--- src/rtl/tsfm_pkg.sv ---
// Shared types and constants for the temperature sensor FIR monitor.
`default_nettype none

package tsfm_pkg;

    localparam int RAW_W      = 12;
    localparam int TEMP_W     = 19;
    localparam int COEFF_W    = 16;
    localparam int THR_W      = 11;
    localparam int PERIOD_W   = 16;
    localparam int OUT_W      = 21;
    localparam int NUM_COEFF  = 5;
    localparam int COEFF_IDX_W = $clog2(NUM_COEFF);
    localparam int HIST_D     = 4;
    localparam int HIST_IDX_W = $clog2(HIST_D);
    localparam int CFG_IDX_W  = 3;

    localparam int DIGIT_W    = 4;
    localparam int DIGITS     = COEFF_W / DIGIT_W;
    localparam int DIGIT_CNT_W = $clog2(DIGITS);
    localparam int PROD_W     = TEMP_W + DIGIT_W + 1;
    localparam int ACC_W      = TEMP_W + COEFF_W + 3;
    localparam int FRAC_W     = 12;
    localparam int THR_SHIFT  = 8;

    localparam int TEMP_GAIN   = 75;
    localparam int TEMP_OFFSET = 71424;
    localparam int OUT_MAX     = 1048575;
    localparam int OUT_MIN     = -1048576;

    localparam logic [CFG_IDX_W-1:0] REG_COEFF0    = 3'd0;
    localparam logic [CFG_IDX_W-1:0] REG_COEFF1    = 3'd1;
    localparam logic [CFG_IDX_W-1:0] REG_COEFF2    = 3'd2;
    localparam logic [CFG_IDX_W-1:0] REG_COEFF3    = 3'd3;
    localparam logic [CFG_IDX_W-1:0] REG_COEFF4    = 3'd4;
    localparam logic [CFG_IDX_W-1:0] REG_THRESHOLD = 3'd5;
    localparam logic [CFG_IDX_W-1:0] REG_PERIOD    = 3'd6;

    localparam logic [COEFF_W-1:0] COEFF0_RST = 16'd2458;
    localparam logic [COEFF_W-1:0] COEFF1_RST = 16'd2048;
    localparam logic [COEFF_W-1:0] COEFF2_RST = 16'd41;
    localparam logic [COEFF_W-1:0] COEFF3_RST = 16'd1229;
    localparam logic [COEFF_W-1:0] COEFF4_RST = 16'd2048;
    localparam logic [THR_W-1:0]   THR_RST    = 11'd30;
    localparam logic [PERIOD_W-1:0] PERIOD_RST = 16'd100;

    typedef struct packed {
        logic [NUM_COEFF-1:0][COEFF_W-1:0] coeff;
        logic [THR_W-1:0]                  threshold;
        logic [PERIOD_W-1:0]               period;
    } cfg_t;

    typedef struct packed {
        logic start;
        logic step;
    } mac_ctrl_t;

    typedef enum logic [1:0] {
        ST_IDLE,
        ST_MAC,
        ST_DONE
    } state_t;

endpackage

`default_nettype wire

--- src/rtl/tsfm_cfg.sv ---
// Configuration register file: FIR coefficients, alarm threshold, display period.
`default_nettype none

module tsfm_cfg (
    input  wire logic                             aclk,
    input  wire logic                             aresetn,
    input  wire logic                             cfg_valid,
    output logic                                  cfg_ready,
    input  wire logic [tsfm_pkg::CFG_IDX_W-1:0]   cfg_index,
    input  wire logic [tsfm_pkg::COEFF_W-1:0]     cfg_data,
    output tsfm_pkg::cfg_t                        cfg
);
    import tsfm_pkg::*;

    cfg_t cfg_reg;
    cfg_t cfg_next;

    assign cfg_ready = 1'b1;
    assign cfg       = cfg_reg;

    always_comb begin
        cfg_next = cfg_reg;
        if (cfg_valid) begin
            case (cfg_index)
                REG_COEFF0:    cfg_next.coeff[0]  = cfg_data;
                REG_COEFF1:    cfg_next.coeff[1]  = cfg_data;
                REG_COEFF2:    cfg_next.coeff[2]  = cfg_data;
                REG_COEFF3:    cfg_next.coeff[3]  = cfg_data;
                REG_COEFF4:    cfg_next.coeff[4]  = cfg_data;
                REG_THRESHOLD: cfg_next.threshold = cfg_data[THR_W-1:0];
                REG_PERIOD:    cfg_next.period    = cfg_data[PERIOD_W-1:0];
                default:       cfg_next = cfg_reg;
            endcase
        end
    end

    always_ff @(posedge aclk) begin
        if (!aresetn) begin
            cfg_reg.coeff[0]  <= COEFF0_RST;
            cfg_reg.coeff[1]  <= COEFF1_RST;
            cfg_reg.coeff[2]  <= COEFF2_RST;
            cfg_reg.coeff[3]  <= COEFF3_RST;
            cfg_reg.coeff[4]  <= COEFF4_RST;
            cfg_reg.threshold <= THR_RST;
            cfg_reg.period    <= PERIOD_RST;
        end else begin
            cfg_reg <= cfg_next;
        end
    end

endmodule

`default_nettype wire

--- src/rtl/tsfm_mac.sv ---
// Digit-serial multiply-accumulate over the FIR window, with floor shift and saturation.
`default_nettype none

module tsfm_mac (
    input  wire logic                                aclk,
    input  wire logic                                aresetn,
    input  wire tsfm_pkg::mac_ctrl_t                 ctrl,
    input  wire logic signed [tsfm_pkg::TEMP_W-1:0]  sample,
    input  wire logic [tsfm_pkg::COEFF_W-1:0]        coeff_in,
    output logic                                     tap_done,
    output logic signed [tsfm_pkg::OUT_W-1:0]        filt
);
    import tsfm_pkg::*;

    localparam logic signed [ACC_W-1:0] SAT_HI = ACC_W'(OUT_MAX);
    localparam logic signed [ACC_W-1:0] SAT_LO = ACC_W'(OUT_MIN);

    logic [COEFF_W-1:0]      coeff_sr_reg, coeff_sr_next;
    logic [DIGIT_CNT_W-1:0]  digit_reg, digit_next;
    logic signed [ACC_W-1:0] acc_reg, acc_next;

    logic                    last_digit;
    logic signed [DIGIT_W:0] dig_s;
    logic signed [PROD_W-1:0] prod;
    logic signed [ACC_W-1:0] prod_ext;
    logic signed [ACC_W-1:0] shifted;

    assign last_digit = (digit_reg == DIGIT_CNT_W'(DIGITS - 1));
    assign tap_done   = ctrl.step && last_digit;

    // top digit carries the coefficient sign
    always_comb begin
        if (last_digit) begin
            dig_s = $signed({coeff_sr_reg[DIGIT_W-1], coeff_sr_reg[DIGIT_W-1:0]});
        end else begin
            dig_s = $signed({1'b0, coeff_sr_reg[DIGIT_W-1:0]});
        end
        prod     = sample * dig_s;
        prod_ext = ACC_W'(prod);
        shifted  = prod_ext <<< (DIGIT_W * digit_reg);
    end

    always_comb begin
        coeff_sr_next = coeff_sr_reg;
        digit_next    = digit_reg;
        acc_next      = acc_reg;
        if (ctrl.start) begin
            coeff_sr_next = coeff_in;
            digit_next    = '0;
            acc_next      = '0;
        end else if (ctrl.step) begin
            acc_next = acc_reg + shifted;
            if (last_digit) begin
                coeff_sr_next = coeff_in;
                digit_next    = '0;
            end else begin
                coeff_sr_next = coeff_sr_reg >> DIGIT_W;
                digit_next    = digit_reg + 1'b1;
            end
        end
    end

    always_ff @(posedge aclk) begin
        if (!aresetn) begin
            digit_reg <= '0;
        end else begin
            digit_reg <= digit_next;
        end
    end

    always_ff @(posedge aclk) begin
        coeff_sr_reg <= coeff_sr_next;
        acc_reg      <= acc_next;
    end

    logic signed [ACC_W-1:0] acc_q;

    always_comb begin
        acc_q = acc_reg >>> FRAC_W;
        if (acc_q > SAT_HI) begin
            filt = OUT_W'(SAT_HI);
        end else if (acc_q < SAT_LO) begin
            filt = OUT_W'(SAT_LO);
        end else begin
            filt = OUT_W'(acc_q);
        end
    end

endmodule

`default_nettype wire

--- src/rtl/temp_sensor_fir_monitor_core.sv ---
// Top level: temperature conversion, sample window, sequencer, alarm, display strobe.
//
// Input channel s_valid/s_ready carries one 12-bit ADC sample per item. Each
// item yields exactly one result item on m_valid/m_ready: the sample's
// temperature (Q8 degrees), the alarm flag, the display strobe and the
// filtered temperature (zero when the strobe is low).
// Configuration writes use cfg_valid/cfg_ready/cfg_index/cfg_data; cfg_ready
// is always high, and writes belong in idle time. Indexes above 6 are ignored.
// An item is accepted in idle; then the FIR multiplier consumes one 4-bit
// coefficient digit per cycle, four digits per tap, and a finishing step
// registers the result and raises m_valid.
// A result waits in the output register while the receiver stalls; the next
// item is accepted meanwhile, and its finishing step holds until the output
// register is free.
// Reset (aresetn low, synchronous) restores register defaults, clears the
// sample window, display count and alarm flag, and empties the output.
`default_nettype none

module temp_sensor_fir_monitor_core #(
    parameter int TAPS = 5
) (
    input  wire logic                                 aclk,
    input  wire logic                                 aresetn,
    input  wire logic                                 s_valid,
    output logic                                      s_ready,
    input  wire logic [tsfm_pkg::RAW_W-1:0]           s_raw_sample,
    output logic                                      m_valid,
    input  wire logic                                 m_ready,
    output logic signed [tsfm_pkg::TEMP_W-1:0]        m_current_temp,
    output logic                                      m_over_threshold,
    output logic                                      m_display_valid,
    output logic signed [tsfm_pkg::OUT_W-1:0]         m_display_temp,
    input  wire logic                                 cfg_valid,
    output logic                                      cfg_ready,
    input  wire logic [tsfm_pkg::CFG_IDX_W-1:0]       cfg_index,
    input  wire logic [tsfm_pkg::COEFF_W-1:0]         cfg_data
);
    import tsfm_pkg::*;

    localparam int TAP_W = (TAPS > 1) ? $clog2(TAPS) : 1;
    localparam logic [TAP_W-1:0] LAST_TAP = TAP_W'(TAPS - 1);

    cfg_t      cfg;
    mac_ctrl_t mac_ctrl;
    logic      tap_done;
    logic signed [OUT_W-1:0] filt;

    state_t state_reg, state_next;
    logic [TAP_W-1:0] tap_reg, tap_next;
    logic signed [TEMP_W-1:0] temp_reg, temp_next;
    logic signed [TEMP_W-1:0] hist_reg [HIST_D];
    logic [PERIOD_W-1:0] count_reg, count_next;
    logic alarm_reg, alarm_next;

    logic m_valid_reg, m_valid_next;
    logic signed [TEMP_W-1:0] out_temp_reg;
    logic out_alarm_reg;
    logic out_strobe_reg;
    logic signed [OUT_W-1:0] out_filt_reg;

    logic accept;
    logic finish;
    logic out_free;
    logic [TEMP_W-1:0] scaled;
    logic [HIST_IDX_W-1:0] hidx;
    logic [COEFF_IDX_W-1:0] cidx;
    logic signed [TEMP_W-1:0] sample;
    logic signed [TEMP_W-1:0] thr;
    logic strobe;

    tsfm_cfg u_cfg (
        .aclk      (aclk),
        .aresetn   (aresetn),
        .cfg_valid (cfg_valid),
        .cfg_ready (cfg_ready),
        .cfg_index (cfg_index),
        .cfg_data  (cfg_data),
        .cfg       (cfg)
    );

    tsfm_mac u_mac (
        .aclk     (aclk),
        .aresetn  (aresetn),
        .ctrl     (mac_ctrl),
        .sample   (sample),
        .coeff_in (cfg.coeff[cidx]),
        .tap_done (tap_done),
        .filt     (filt)
    );

    assign out_free = !m_valid_reg || m_ready;
    assign accept   = s_valid && s_ready;

    // sequencer next state
    always_comb begin
        state_next = state_reg;
        case (state_reg)
            ST_IDLE: if (s_valid) state_next = ST_MAC;
            ST_MAC:  if (tap_done && tap_reg == LAST_TAP) state_next = ST_DONE;
            ST_DONE: if (out_free) state_next = ST_IDLE;
            default: state_next = ST_IDLE;
        endcase
    end

    // sequencer outputs
    always_comb begin
        s_ready        = 1'b0;
        mac_ctrl.start = 1'b0;
        mac_ctrl.step  = 1'b0;
        finish         = 1'b0;
        case (state_reg)
            ST_IDLE: begin
                s_ready        = 1'b1;
                mac_ctrl.start = s_valid;
            end
            ST_MAC:  mac_ctrl.step = 1'b1;
            ST_DONE: finish = out_free;
            default: s_ready = 1'b0;
        endcase
    end

    assign scaled    = TEMP_W'(s_raw_sample) * TEMP_W'(TEMP_GAIN);
    assign temp_next = accept ? $signed(scaled - TEMP_W'(TEMP_OFFSET)) : temp_reg;

    // window[TAPS-1] is the current sample, lower taps walk back in history
    assign hidx   = HIST_IDX_W'(TAPS - 2 - int'(tap_reg));
    assign sample = (tap_reg == LAST_TAP) ? temp_next : hist_reg[hidx];

    always_comb begin
        if (mac_ctrl.start || tap_reg == LAST_TAP) begin
            cidx = '0;
        end else begin
            cidx = COEFF_IDX_W'(int'(tap_reg) + 1);
        end
    end

    always_comb begin
        tap_next = tap_reg;
        if (mac_ctrl.start) begin
            tap_next = '0;
        end else if (tap_done) begin
            tap_next = (tap_reg == LAST_TAP) ? '0 : tap_reg + 1'b1;
        end
    end

    assign thr    = $signed({cfg.threshold, THR_SHIFT'(0)});
    assign strobe = (count_reg >= cfg.period);

    always_comb begin
        alarm_next = alarm_reg;
        count_next = count_reg;
        if (finish) begin
            if (temp_reg > thr) begin
                alarm_next = 1'b1;
            end else if (temp_reg < thr) begin
                alarm_next = 1'b0;
            end
            count_next = strobe ? '0 : count_reg + 1'b1;
        end
    end

    always_comb begin
        m_valid_next = m_valid_reg;
        if (finish) begin
            m_valid_next = 1'b1;
        end else if (m_ready) begin
            m_valid_next = 1'b0;
        end
    end

    always_ff @(posedge aclk) begin
        if (!aresetn) begin
            state_reg   <= ST_IDLE;
            tap_reg     <= '0;
            count_reg   <= '0;
            alarm_reg   <= 1'b0;
            m_valid_reg <= 1'b0;
            for (int i = 0; i < HIST_D; i++) begin
                hist_reg[i] <= '0;
            end
        end else begin
            state_reg   <= state_next;
            tap_reg     <= tap_next;
            count_reg   <= count_next;
            alarm_reg   <= alarm_next;
            m_valid_reg <= m_valid_next;
            if (finish) begin
                for (int i = HIST_D - 1; i > 0; i--) begin
                    hist_reg[i] <= hist_reg[i-1];
                end
                hist_reg[0] <= temp_reg;
            end
        end
    end

    always_ff @(posedge aclk) begin
        temp_reg <= temp_next;
        if (finish) begin
            out_temp_reg   <= temp_reg;
            out_alarm_reg  <= alarm_next;
            out_strobe_reg <= strobe;
            out_filt_reg   <= strobe ? filt : '0;
        end
    end

    assign m_valid          = m_valid_reg;
    assign m_current_temp   = out_temp_reg;
    assign m_over_threshold = out_alarm_reg;
    assign m_display_valid  = out_strobe_reg;
    assign m_display_temp   = out_filt_reg;

`ifndef NO_ASSERTIONS
    a_accept_starts_mac: assert property (@(posedge aclk) disable iff (!aresetn)
        accept |=> state_reg == ST_MAC)
        else $error("accepted item did not start the MAC sequence");

    a_tap_in_range: assert property (@(posedge aclk) disable iff (!aresetn)
        state_reg == ST_MAC |-> tap_reg <= LAST_TAP)
        else $error("tap index beyond window");

    a_result_from_done: assert property (@(posedge aclk) disable iff (!aresetn)
        $rose(m_valid) |-> $past(state_reg == ST_DONE))
        else $error("result appeared outside the finishing step");

    a_no_strobe_zero: assert property (@(posedge aclk) disable iff (!aresetn)
        m_valid && !m_display_valid |-> m_display_temp == '0)
        else $error("display value nonzero without strobe");
`endif

endmodule

`default_nettype wire
--- config.mk ---
export PLATFORM = sky130hd
export DESIGN_NAME = temp_sensor_fir_monitor_core
export DESIGN_NICKNAME = d
export VERILOG_FILES = /design/src/rtl/tsfm_pkg.sv /design/src/rtl/tsfm_cfg.sv /design/src/rtl/tsfm_mac.sv /design/src/rtl/temp_sensor_fir_monitor_core.sv
export SDC_FILE = /design/constraint.sdc
export NUM_CORES = 1
export LEC_CHECK = 0
export ABC_AREA = 1
export BUFFER_PORTS_ARGS = -buffer_cell sky130_fd_sc_hd__clkbuf_2
export CELL_PAD_IN_SITES_DETAIL_PLACEMENT = 1
export CELL_PAD_IN_SITES_GLOBAL_PLACEMENT = 1
export CORE_MARGIN = 2
export CORE_UTILIZATION = 48
export CTS_BUF_LIST = sky130_fd_sc_hd__clkbuf_8
export CTS_CLUSTER_DIAMETER = 200
export CTS_CLUSTER_SIZE = 20
export DETAILED_ROUTE_END_ITERATION = 8
export PLACE_DENSITY_LB_ADDON = 0.1
export SKIP_CTS_REPAIR_TIMING = 1
export SLEW_MARGIN = 15
export SYNTH_ARGS = -nofsm -noshare
export SYNTH_HDL_FRONTEND = slang
export SYNTH_SLANG_ARGS = --single-unit
export TNS_END_PERCENT = 100
--- constraint.sdc ---
create_clock -name aclk -period 9.9 [get_ports aclk]
set_clock_uncertainty 0.2 [all_clocks]
set_input_delay 0 -clock aclk [delete_from_list [all_inputs] [get_ports aclk]]
set_output_delay 0 -clock aclk [all_outputs]
set_load 0.01 [all_outputs]
==> out/qor.yml, run 1 <==
totalWireLength_um: 67700
clock_sinks: 323
postSynthAreaPerCell_um2: 7.45
vias: 20000
start_util: 0.485
max_slew.worst_pin.slew_ns: 1.10
synth-seq-cells: 323
p_seq_frac: 0.369
maxSlewViolCount: 0
htreeDepth: 1
syn_to_final_growth_pct: 6.83
cts_tree: "done"
synth_edf_count: 134
intPower_uw: 2410
postRouteAntennaNets: 0
cpMostUsedCell: "nand2_1"
crit_slowest_cell: "fa_1"
swShare: 0.455
leakage_uw: 0.0118
yosysMostFrequentCell: "nand2_1"
dr.pass1.iters: 5
path_max_fanout: 5
synth_cells: 3017
rsz0062_at_grt: "no"
antenna_found_initial: 2
cts_max_path_buffers: 3
wl_per_cell_um: 18.4
synth_common_cells: "nand2_1 (576), nor2_1 (476), inv_1 (456), o21ai_0 (219), dfxtp_1 (189)"
fp.dieH_um: 220
async_flop_share: 0
seq_area_frac_synth: 0.347
grt_max_degree: 108
yosysWarnings: 0
end_kind: "flop"
drtIter0Drc: 1112
gp_congestion: 0.923
p_total_uw: 4420
nets: 3349
yosys.area.top_type_share: 0.179
grt_pass1_wl_um: 109000
powerDensity_nw_per_um2: 184
drc: 0
hold_viol: 1
clock_latency_ns: 0.64
drv_cap: 0
cts_made_buffers: 20
setup_viol: 0
min_period_ns: 9.03
netlist_area_um2: 22500
power_frac_comb: 0.483
die_w_um: 220
drive_above_1_share: 0.0611
outcome: "complete, but fails checks"
max_stage_delay_ns: 0.55
p_clk_frac: 0.149
min_period_over_period: 0.912
grt_overflow_total: 0
grt_pass1_vias: 20900
die_area_um2: 48600
largest_reg_flops: 107
drt-vias-per-instance: 5.43
regToRegStartpoint: "state_reg[1]"
peakVddDrop_uv: 137
relSlewSlack: 0.266
hpwl_um: 52400
rows: 79
rr_worst_depth: 35
setup_tns_ns: 0
r2r_slack_ns: 1.65
synth_cell_types: 56
power_switching_uw: 2010
critical_path_class: "in2reg"
max_clock_freq_ghz: 0.111
cp.required_ns: 10.23
grt_usage: 0.281
violations: "negative hold slack"
synth_flop_cell: "dfxtp_1"
syn_nets: 3300
io_buffers: 79
cp-startpoint: "s_raw_sample[2]"
hp-class: "in2reg"
cts.clk_slew.worst_paths_ns: 0.13
synth.area.top_cells: "edfxtp_1 (18%), dfxtp_1 (17%), nand2_1 (9.6%)"
synth_top_area_cell: "edfxtp_1"
hold_depth: 7
root_buffer: "clkbuf_8"
timing.hold.ws_ns: -0.0654
io_pins: 81
core_um2: 46400
critPathArrivalTime_ns: 9.36
critPathLaunchType: "primary input"
hold_start: "s_raw_sample[11]"
worst max-delay path: cells and delay by family:
| kind | cells | cell delay (ns) |
|---|---|---|
| adder cells (fa/ha/maj) | 9 | 4.22 |
| buffers and inverters | 7 | 0.95 |
| AO/OA/AOI/OAI | 8 | 1.98 |
| AND/OR/NAND/NOR | 20 | 2.19 |
worst paths after layout:
| path | to |
|---|---|
| min | temp_reg[18] |
| min reg2reg | m_current_temp[1] |
| max | u_mac.acc_reg[35] |
| max reg2reg | u_mac.acc_reg[35] |
cell usage in the layout (no fill, tap or decap), types with 4 or more instances in the layout:
cell type | synthesis | routed
nand2_1 | 576 | 575
o21ai_1 | 26 | 27
o32ai_1 | 16 | 16
nand2_4 | 3 | 4
nor3_1 | 17 | 17
dfxtp_1 | 189 | 189
dlygate4sd3_1 | 0 | 33
nor2_1 | 476 | 475
o21ai_2 | 7 | 7
buf_4 | 6 | 18
a22oi_1 | 4 | 4
nor2_2 | 8 | 8
o21a_1 | 4 | 4
clkinv_1 | 4 | 4
nand3_1 | 146 | 146
xor2_1 | 34 | 34
inv_2 | 16 | 18
o211ai_1 | 19 | 19
nand3_2 | 4 | 4
edfxtp_1 | 134 | 134
or2_2 | 4 | 4
inv_1 | 456 | 466
nand4_1 | 15 | 15
o21bai_1 | 24 | 24
o21ai_0 | 219 | 218
a21oi_1 | 169 | 169
fa_1 | 79 | 79
clkbuf_2 | 0 | 79
xnor2_1 | 16 | 16
nand2_2 | 6 | 6
nor2_4 | 5 | 6
ha_1 | 168 | 168
clkbuf_8 | 0 | 20
a31oi_1 | 17 | 17
a21o_1 | 12 | 12
nand3b_1 | 8 | 8
through the flow:
| step | area [um^2] | worst slack (ns) | std cells | hold slack, ns | util |
|---|---|---|---|---|---|
| after CTS | 23700 | 1.21 | 3652 | -0.590 | 0.511 |
| after global placement | 23300 | 0.771 | 3618 | 0.104 | 0.503 |
| after detailed placement | 23300 | 0.548 | 3618 | 0.117 | 0.503 |
| after floorplan | 22500 | 2.22 | 3017 | -0.0739 | - |
| final | 24000 | 0.870 | 3686 | -0.0654 | 0.518 |
| after global routing | 24000 | 0.199 | 3685 | 0.00716 | 0.518 |
kinds of logic after synthesis:
| family | share of synthesized area |
|---|---|
| and+or+nand+nor | 0.236 |
| buffers and inverters | 0.100 |
| AOI/OAI and AO/OA | 0.132 |
| DFF | 0.347 |
| adders and majority gates | 0.164 |
| xor gates and xnor gates | 0.0195 |
| muxes | 0.00134 |
| other | 0.000167 |
routing by layer:
metal	vias up	track usage	part of all wire
met5	-	0	0.00021
met4	2	0.0850	0.032
met3	118	0.0283	0.042
met2	374	0.500	0.49
met1	9755	0.360	0.44
li1	9783	-	-
power by group through the flow:
stage               Clock [uW]  Combinational (uW)  Sequential [uW]
floorplan                    0                1540             1590
CTS                        675                2130             1630
finish                     658                2130             1630
detailed placement           0                2110             1660
global route               712                2430             1640
global placement             0                2040             1650
cell type report:
class | instances | area [um^2]
Clock inverter | 14 | 81.3
Tap cell | 607 | 759
Clock buffer | 20 | 275
Multi-Input combinational cell | 2114 | 12400
Antenna cell | 1 | 2.50
Timing Repair Buffer | 130 | 861
Sequential cell | 323 | 7810
Fill cell | 5976 | 22300
Inverter | 477 | 1790
No activity file was read; power rests on OpenSTA's default activity.
==> inputs of run 2 (changes only) <==
- CORE_UTILIZATION: 48 -> 40
==> run 2 against run 1 <==
Sequential power about the same. Die area up 20%. Core utilization shrank 8.0 points. Power is 0.19% higher. Global-route usage down 4.3 points. Cell area up 0.85%. Critical endpoint unchanged. Worst setup slack better by 0.10 ns. Flip-flop and latch count stayed put. Via count fell by 0.92%. The flow still finishes with violations (negative hold slack). Register-to-register slack gained 0.15 ns. Sequential share of layout area fell by 0.28 points.
==> out/qor.yml, run 2 (synthesis results as in run 1) <==
seq_area_um2: 7810  # unchanged
totalWireLength_um: 68600  # +1.2%
crit_slowest_cell: "fa_1"
cts_tree: "done"
drv_cap: 0  # unchanged
reg2reg_to: "u_mac.acc_reg[19]"
drc: 0  # unchanged
hold_start: "s_raw_sample[11]"
powerDensity_nw_per_um2: 183  # -0.66%
dr.pass1.iters: 5  # unchanged
hp-class: "in2reg"
hpwl_um: 52500  # +0.20%
cts.clk_slew.worst_paths_ns: 0.15  # +0.02 ns
cp.required_ns: 10.30  # +0.07 ns
rsz0062_at_grt: "no"
nets: 3353  # +0.12%
largest_reg_flops: 107  # unchanged
min_period_over_period: 0.902  # -0.0102
r2r_slack_ns: 1.80  # +0.15 ns
end_kind: "flop"
critical_path_class: "in2reg"
clock_sinks: 323  # unchanged
gp_congestion: 0.882  # -4.5%
fp.dieH_um: 241  # +9.4%
final_cell_mix: "nand2_1 (575), nor2_1 (475), inv_1 (466)"
maxSlewViolCount: 0  # unchanged
layout_commonest_cell: "nand2_1"
antenna_found_initial: 3  # +1
hold_depth: 7  # unchanged
root_buffer: "clkbuf_8"
timing.hold.ws_ns: -0.0218  # +0.0437 ns
leakage_uw: 0.0118  # +0.15%
setup_viol: 0  # unchanged
htreeDepth: 1  # unchanged
postRouteAntennaNets: 0  # unchanged
grt_overflow_total: 0  # unchanged
peakVddDrop_uv: 99.5  # -27%
grt_max_degree: 107  # -0.93%
drive_above_1_share: 0.0613  # +0.000245
cts_made_buffers: 20  # unchanged
critPathLaunchType: "primary input"
max_clock_freq_ghz: 0.112  # +1.1%
relSlewSlack: 0.276  # +0.0101
die_area_um2: 58100  # +20%
grt_usage: 0.238  # -0.0434
hold_path_end: "temp_reg[18]"
wl_per_cell_um: 17.9  # -2.6%
path_max_fanout: 5  # unchanged
setup_tns_ns: 0  # unchanged
cts_max_path_buffers: 3  # unchanged
clock_latency_ns: 0.66  # +0.02 ns
cpMostUsedCell: "nand2_1"
grt_pass1_vias: 20600  # -1.7%
rr_worst_depth: 39  # +11%
fin_util: 0.438  # -0.0801
violations: "negative hold slack"
io_pins: 81  # unchanged
regToRegStartpoint: "state_reg[1]"
multi_input_area_um2: 12400  # unchanged
syn_to_final_growth_pct: 7.75
max_stage_delay_ns: 0.55  # about the same
vias: 19800  # -0.92%
antenna-diode-count: 0  # -1
min_period_ns: 8.93  # -0.100 ns
drt-vias-per-instance: 5.18  # -4.6%
start_util: 0.407  # -0.0785
critPathArrivalTime_ns: 9.33  # -0.03 ns
grt_pass1_wl_um: 110000  # +1.2%
max_slew.worst_pin.slew_ns: 1.09  # -0.0151 ns
io_buffers: 79  # unchanged
rows: 86  # +8.9%
outcome: "complete, but fails checks"
drtIter0Drc: 1047  # -5.8%
die_w_um: 241  # +9.4%
fillCellCount: 7009  # +17%
hold_viol: 1  # unchanged
core_um2: 55300  # +19%
-- run 2: cell types whose count changed in the layout (fill, tap and decap cells not counted), sizes merged --
cell | previous run | this run
diode | 1 | 0
dlygate4sd3 | 33 | 36
buf | 18 | 20
clkbuf | 99 | 98
-- run 2: worst max path at each step --
stage / startpoint / end / slack (ns) / depth (start not counted)
floorplan: s_raw_sample[6] / u_mac.acc_reg[32] / 2.22 / 42
global placement: s_raw_sample[8] / u_mac.acc_reg[32] / 0.75 / 46
detailed placement: s_raw_sample[8] / u_mac.acc_reg[35] / 0.61 / 47
CTS: s_raw_sample[8] / u_mac.acc_reg[35] / 1.35 / 47
global route: s_raw_sample[2] / u_mac.acc_reg[35] / 0.16 / 47
finish: s_raw_sample[2] / u_mac.acc_reg[35] / 0.97 / 46
-- run 2: power by group --
part / switching (uW) / internal (uW) / leakage, uW
Combinational: 1420 / 709 / 0.00876
Clock: 473 / 198 / 0.000222
Sequential: 124 / 1500 / 0.00285
-- run 2: final cells by class --
type / count / share of cell area
clock inverter: 14 / 0.00305
sequential: 323 / 0.322
inverter: 477 / 0.0740
clock buffer: 20 / 0.0114
timing repair buffer: 134 / 0.0371
tap: 748 / 0.0386
multi-input combinational: 2114 / 0.514
-- run 2: through the flow --
| step | worst slack, ns | instance area (um^2) | power (uW) | hold slack [ns] | instances |
|---|---|---|---|---|---|
| after floorplan | 2.22 | 22500 | 3120 | -0.0739 | 3017 |
| after global placement | 0.749 | 23500 | 3730 | 0.143 | 3760 |
| after detailed placement | 0.609 | 23500 | 3780 | 0.154 | 3760 |
| after CTS | 1.35 | 23900 | 4470 | -0.573 | 3794 |
| after global routing | 0.157 | 24200 | 4820 | 0.0409 | 3830 |
| final | 0.971 | 24200 | 4430 | -0.0218 | 3830 |
-- run 2: worst max-delay path, delay by kind of cell --
family	cells	cell delay, ns
xor gates and xnor gates	1	0.15
adders and majority gates	9	4.18
buffers and inverters	8	1.00
AOI/OAI and AO/OA	5	1.36
and+or+nand+nor	23	2.61
-- run 2: per-layer routing --
metal | vias up | global-route usage | wire [um]
met5 | - | 0 | 22
met4 | 4 | 0.0410 | 910
met3 | 58 | 0.0185 | 2050
met2 | 273 | 0.427 | 33900
met1 | 9723 | 0.315 | 31700
li1 | 9790 | - | -
==> inputs of run 3 (changes only) <==
- SYNTH_HIERARCHICAL: unset -> 1
==> run 3 against run 2 <==
The run now ends clean. Critical path type unchanged. Cell area up 6.1%. Non-clock buffer count up 29. Global-route usage up 1.0 points.
==> out/qor.yml, run 3 <==
die_area_um2: 61500  # +5.8%
synth.area.top_cells: "edfxtp_1 (17%), dfxtp_1 (16%), nand2_1 (12%)"
grt_busiest_layer: "met2"
crit_slowest_cell: "fa_1"
critPathLaunchType: "primary input"
fp.dieH_um: 248  # +2.8%
hold_viol: 0  # -1
nets: 3648  # +8.8%
outcome: "finished clean"
grt_usage: 0.248  # +0.0104
totalWireLength_um: 76100  # +11%
wl_per_cell_um: 18.3  # +2.4%
critical_path_class: "in2reg"
synth_cells: 3294  # +9.2%
start_util: 0.404  # -0.00241
seq_area_frac_synth: 0.328  # -0.0193
htreeDepth: 1  # unchanged
layout_commonest_cell: "nand2_1"
seq_area_um2: 7810  # unchanged
setup_tns_ns: 0  # unchanged
hold_start: "cfg_data[11]"
syn_nets: 3577  # +8.4%
path_max_fanout: 5  # unchanged
postLayoutCellArea_um2: 25700  # +6.1%
max_stage_delay_ns: 0.56  # about the same
yosys.area.top_type_share: 0.169  # -0.00993
drive_above_1_share: 0.0758  # +0.0144
core_um2: 58900  # +6.5%
drtIter0Drc: 1006  # -3.9%
peakVddDrop_uv: 108  # +8.3%
cts.clk_slew.worst_paths_ns: 0.14  # about the same
gp_congestion: 0.909  # +3.2%
relSlewSlack: 0.242  # -0.0334
critPathArrivalTime_ns: 9.31  # -0.02 ns
hp-class: "in2reg"
largest_reg_flops: 107  # unchanged
drc: 0  # unchanged
synth_common_cells: "nand2_1 (736), inv_1 (598), nor2_1 (393), nand3_1 (257), dfxtp_1 (189)"
maxSlewViolCount: 0  # unchanged
setup_viol: 0  # unchanged
max_slew.worst_pin.slew_ns: 1.13  # +0.0460 ns
rows: 89  # +3.5%
multi_input_area_um2: 13100  # +5.2%
io_buffers: 79  # unchanged
hold_path_end: "u_cfg/cfg[54]"
cp.required_ns: 10.25  # -0.05 ns
fillCellCount: 7550  # +7.7%
final_cell_mix: "nand2_1 (735), inv_1 (610), nor2_1 (392)"
synth_top_area_cell: "edfxtp_1"
synth_cell_types: 62  # +11%
rsz0062_at_grt: "no"
use_met1: 0.323  # +0.00775
cts_made_buffers: 20  # unchanged
root_buffer: "clkbuf_8"
netlist_area_um2: 23800  # +5.9%
met2_usage: 0.440  # +0.0132
grt_pass1_vias: 22300  # +8.4%
max_clock_freq_ghz: 0.112  # -0.27%
powerDensity_nw_per_um2: 172  # -6.2%
dpl_cell_area_um2: 24800  # +5.6%
cts_max_path_buffers: 3  # unchanged
dr.pass1.iters: 4  # -1
regToRegStartpoint: "state_reg[1]"
clock_sinks: 323  # unchanged
end_kind: "flop"
syn_to_final_growth_pct: 7.95
vias: 21300  # +7.4%
synth_edf_count: 134  # unchanged
p_total_uw: 4410  # -0.51%
postSynthAreaPerCell_um2: 7.23  # -3.0%
r2r_slack_ns: 1.55  # -0.25 ns
hold_depth: 4  # -3
leakage_uw: 0.0128  # +8.4%
yosysWarnings: 6  # +6
postRouteAntennaNets: 0  # unchanged
drv_cap: 0  # unchanged
async_flop_share: 0  # unchanged
met3_usage: 0.0186  # +0.0000695
grt_overflow_total: 0  # unchanged
die_w_um: 248  # +2.8%
min_period_ns: 8.95  # +0.0243 ns
rr_worst_depth: 36  # -7.7%
cts_tree: "done"
hpwl_um: 57400  # +9.4%
grt_max_degree: 78  # -27%
synth_flop_cell: "dfxtp_1"
cpMostUsedCell: "nand2_1"
min_period_over_period: 0.904  # +0.00246
antenna_found_initial: 1  # -2
drt-vias-per-instance: 5.13  # -0.93%
grt_pass1_wl_um: 121000  # +9.3%
synth-seq-cells: 323  # unchanged
yosysMostFrequentCell: "nand2_1"
io_pins: 81  # unchanged
clock_latency_ns: 0.62  # -0.04 ns
reg2reg_to: "u_mac/acc_reg[36]"
==> run 3: cell families after synthesis <==
group / share of synthesized area
DFF: 0.328
adders and majority gates: 0.155
AOI/OAI and AO/OA: 0.0927
and+or+nand+nor: 0.279
xor gates and xnor gates: 0.0155
muxes: 0.00652
buffers and inverters: 0.123
other: 0.000158
==> run 3: power breakdown <==
group          switching, uW  total, uW  internal (uW)
clock network            476        681            205
logic                   1430       2130            699
registers               92.9       1600           1500
total                   2000       4410           2410
==> run 3: critical path, delay by kind of cell <==
kind / cells / cell delay, ns
fa+ha+maj: 9 / 4.30
simple gates: 15 / 1.88
compound gates: 7 / 1.69
buf+inv: 9 / 1.06
xor+xnor: 2 / 0.37
==> run 3: metrics by stage <==
stage               hold WS (ns)  worst slack [ns]  std cells   util
floorplan                -0.0868              2.13       3294      -
global placement          0.0135             0.638       4065  0.421
detailed placement        0.0278             0.475       4065  0.421
CTS                       -0.650              1.19       4101  0.428
global route              0.0284             0.236       4153  0.436
finish                   0.00505             0.946       4153  0.436
==> run 3: routing by layer <==
layer,wire length (um),part of all wire,up-vias
met5,0,0,-
met4,2190,0.029,0
met3,2110,0.028,94
met2,37000,0.49,280
met1,34800,0.46,10400
li1,-,-,10500
==> run 3: worst max path at each step <==
stage                         start                end  slack [ns]  cells past startpoint
finish              s_raw_sample[2]  u_mac/acc_reg[35]        0.95                     42
floorplan           s_raw_sample[6]  u_mac/acc_reg[36]        2.13                     41
CTS                 s_raw_sample[8]  u_mac/acc_reg[35]        1.19                     42
detailed placement  s_raw_sample[8]  u_mac/acc_reg[35]        0.47                     42
global route        s_raw_sample[2]  u_mac/acc_reg[35]        0.24                     42
global placement    s_raw_sample[8]  u_mac/acc_reg[35]        0.64                     43
==> run 3: area by class of cell <==
class / instances / share of cell area
clock inverters: 15 / 0.00282
repair buffers: 163 / 0.0450
diodes: 1 / 0.0000974
well taps: 773 / 0.0376
clock buffers: 21 / 0.0112
flip-flops and latches: 323 / 0.304
inverters: 617 / 0.0901
multi-input cells: 2240 / 0.509
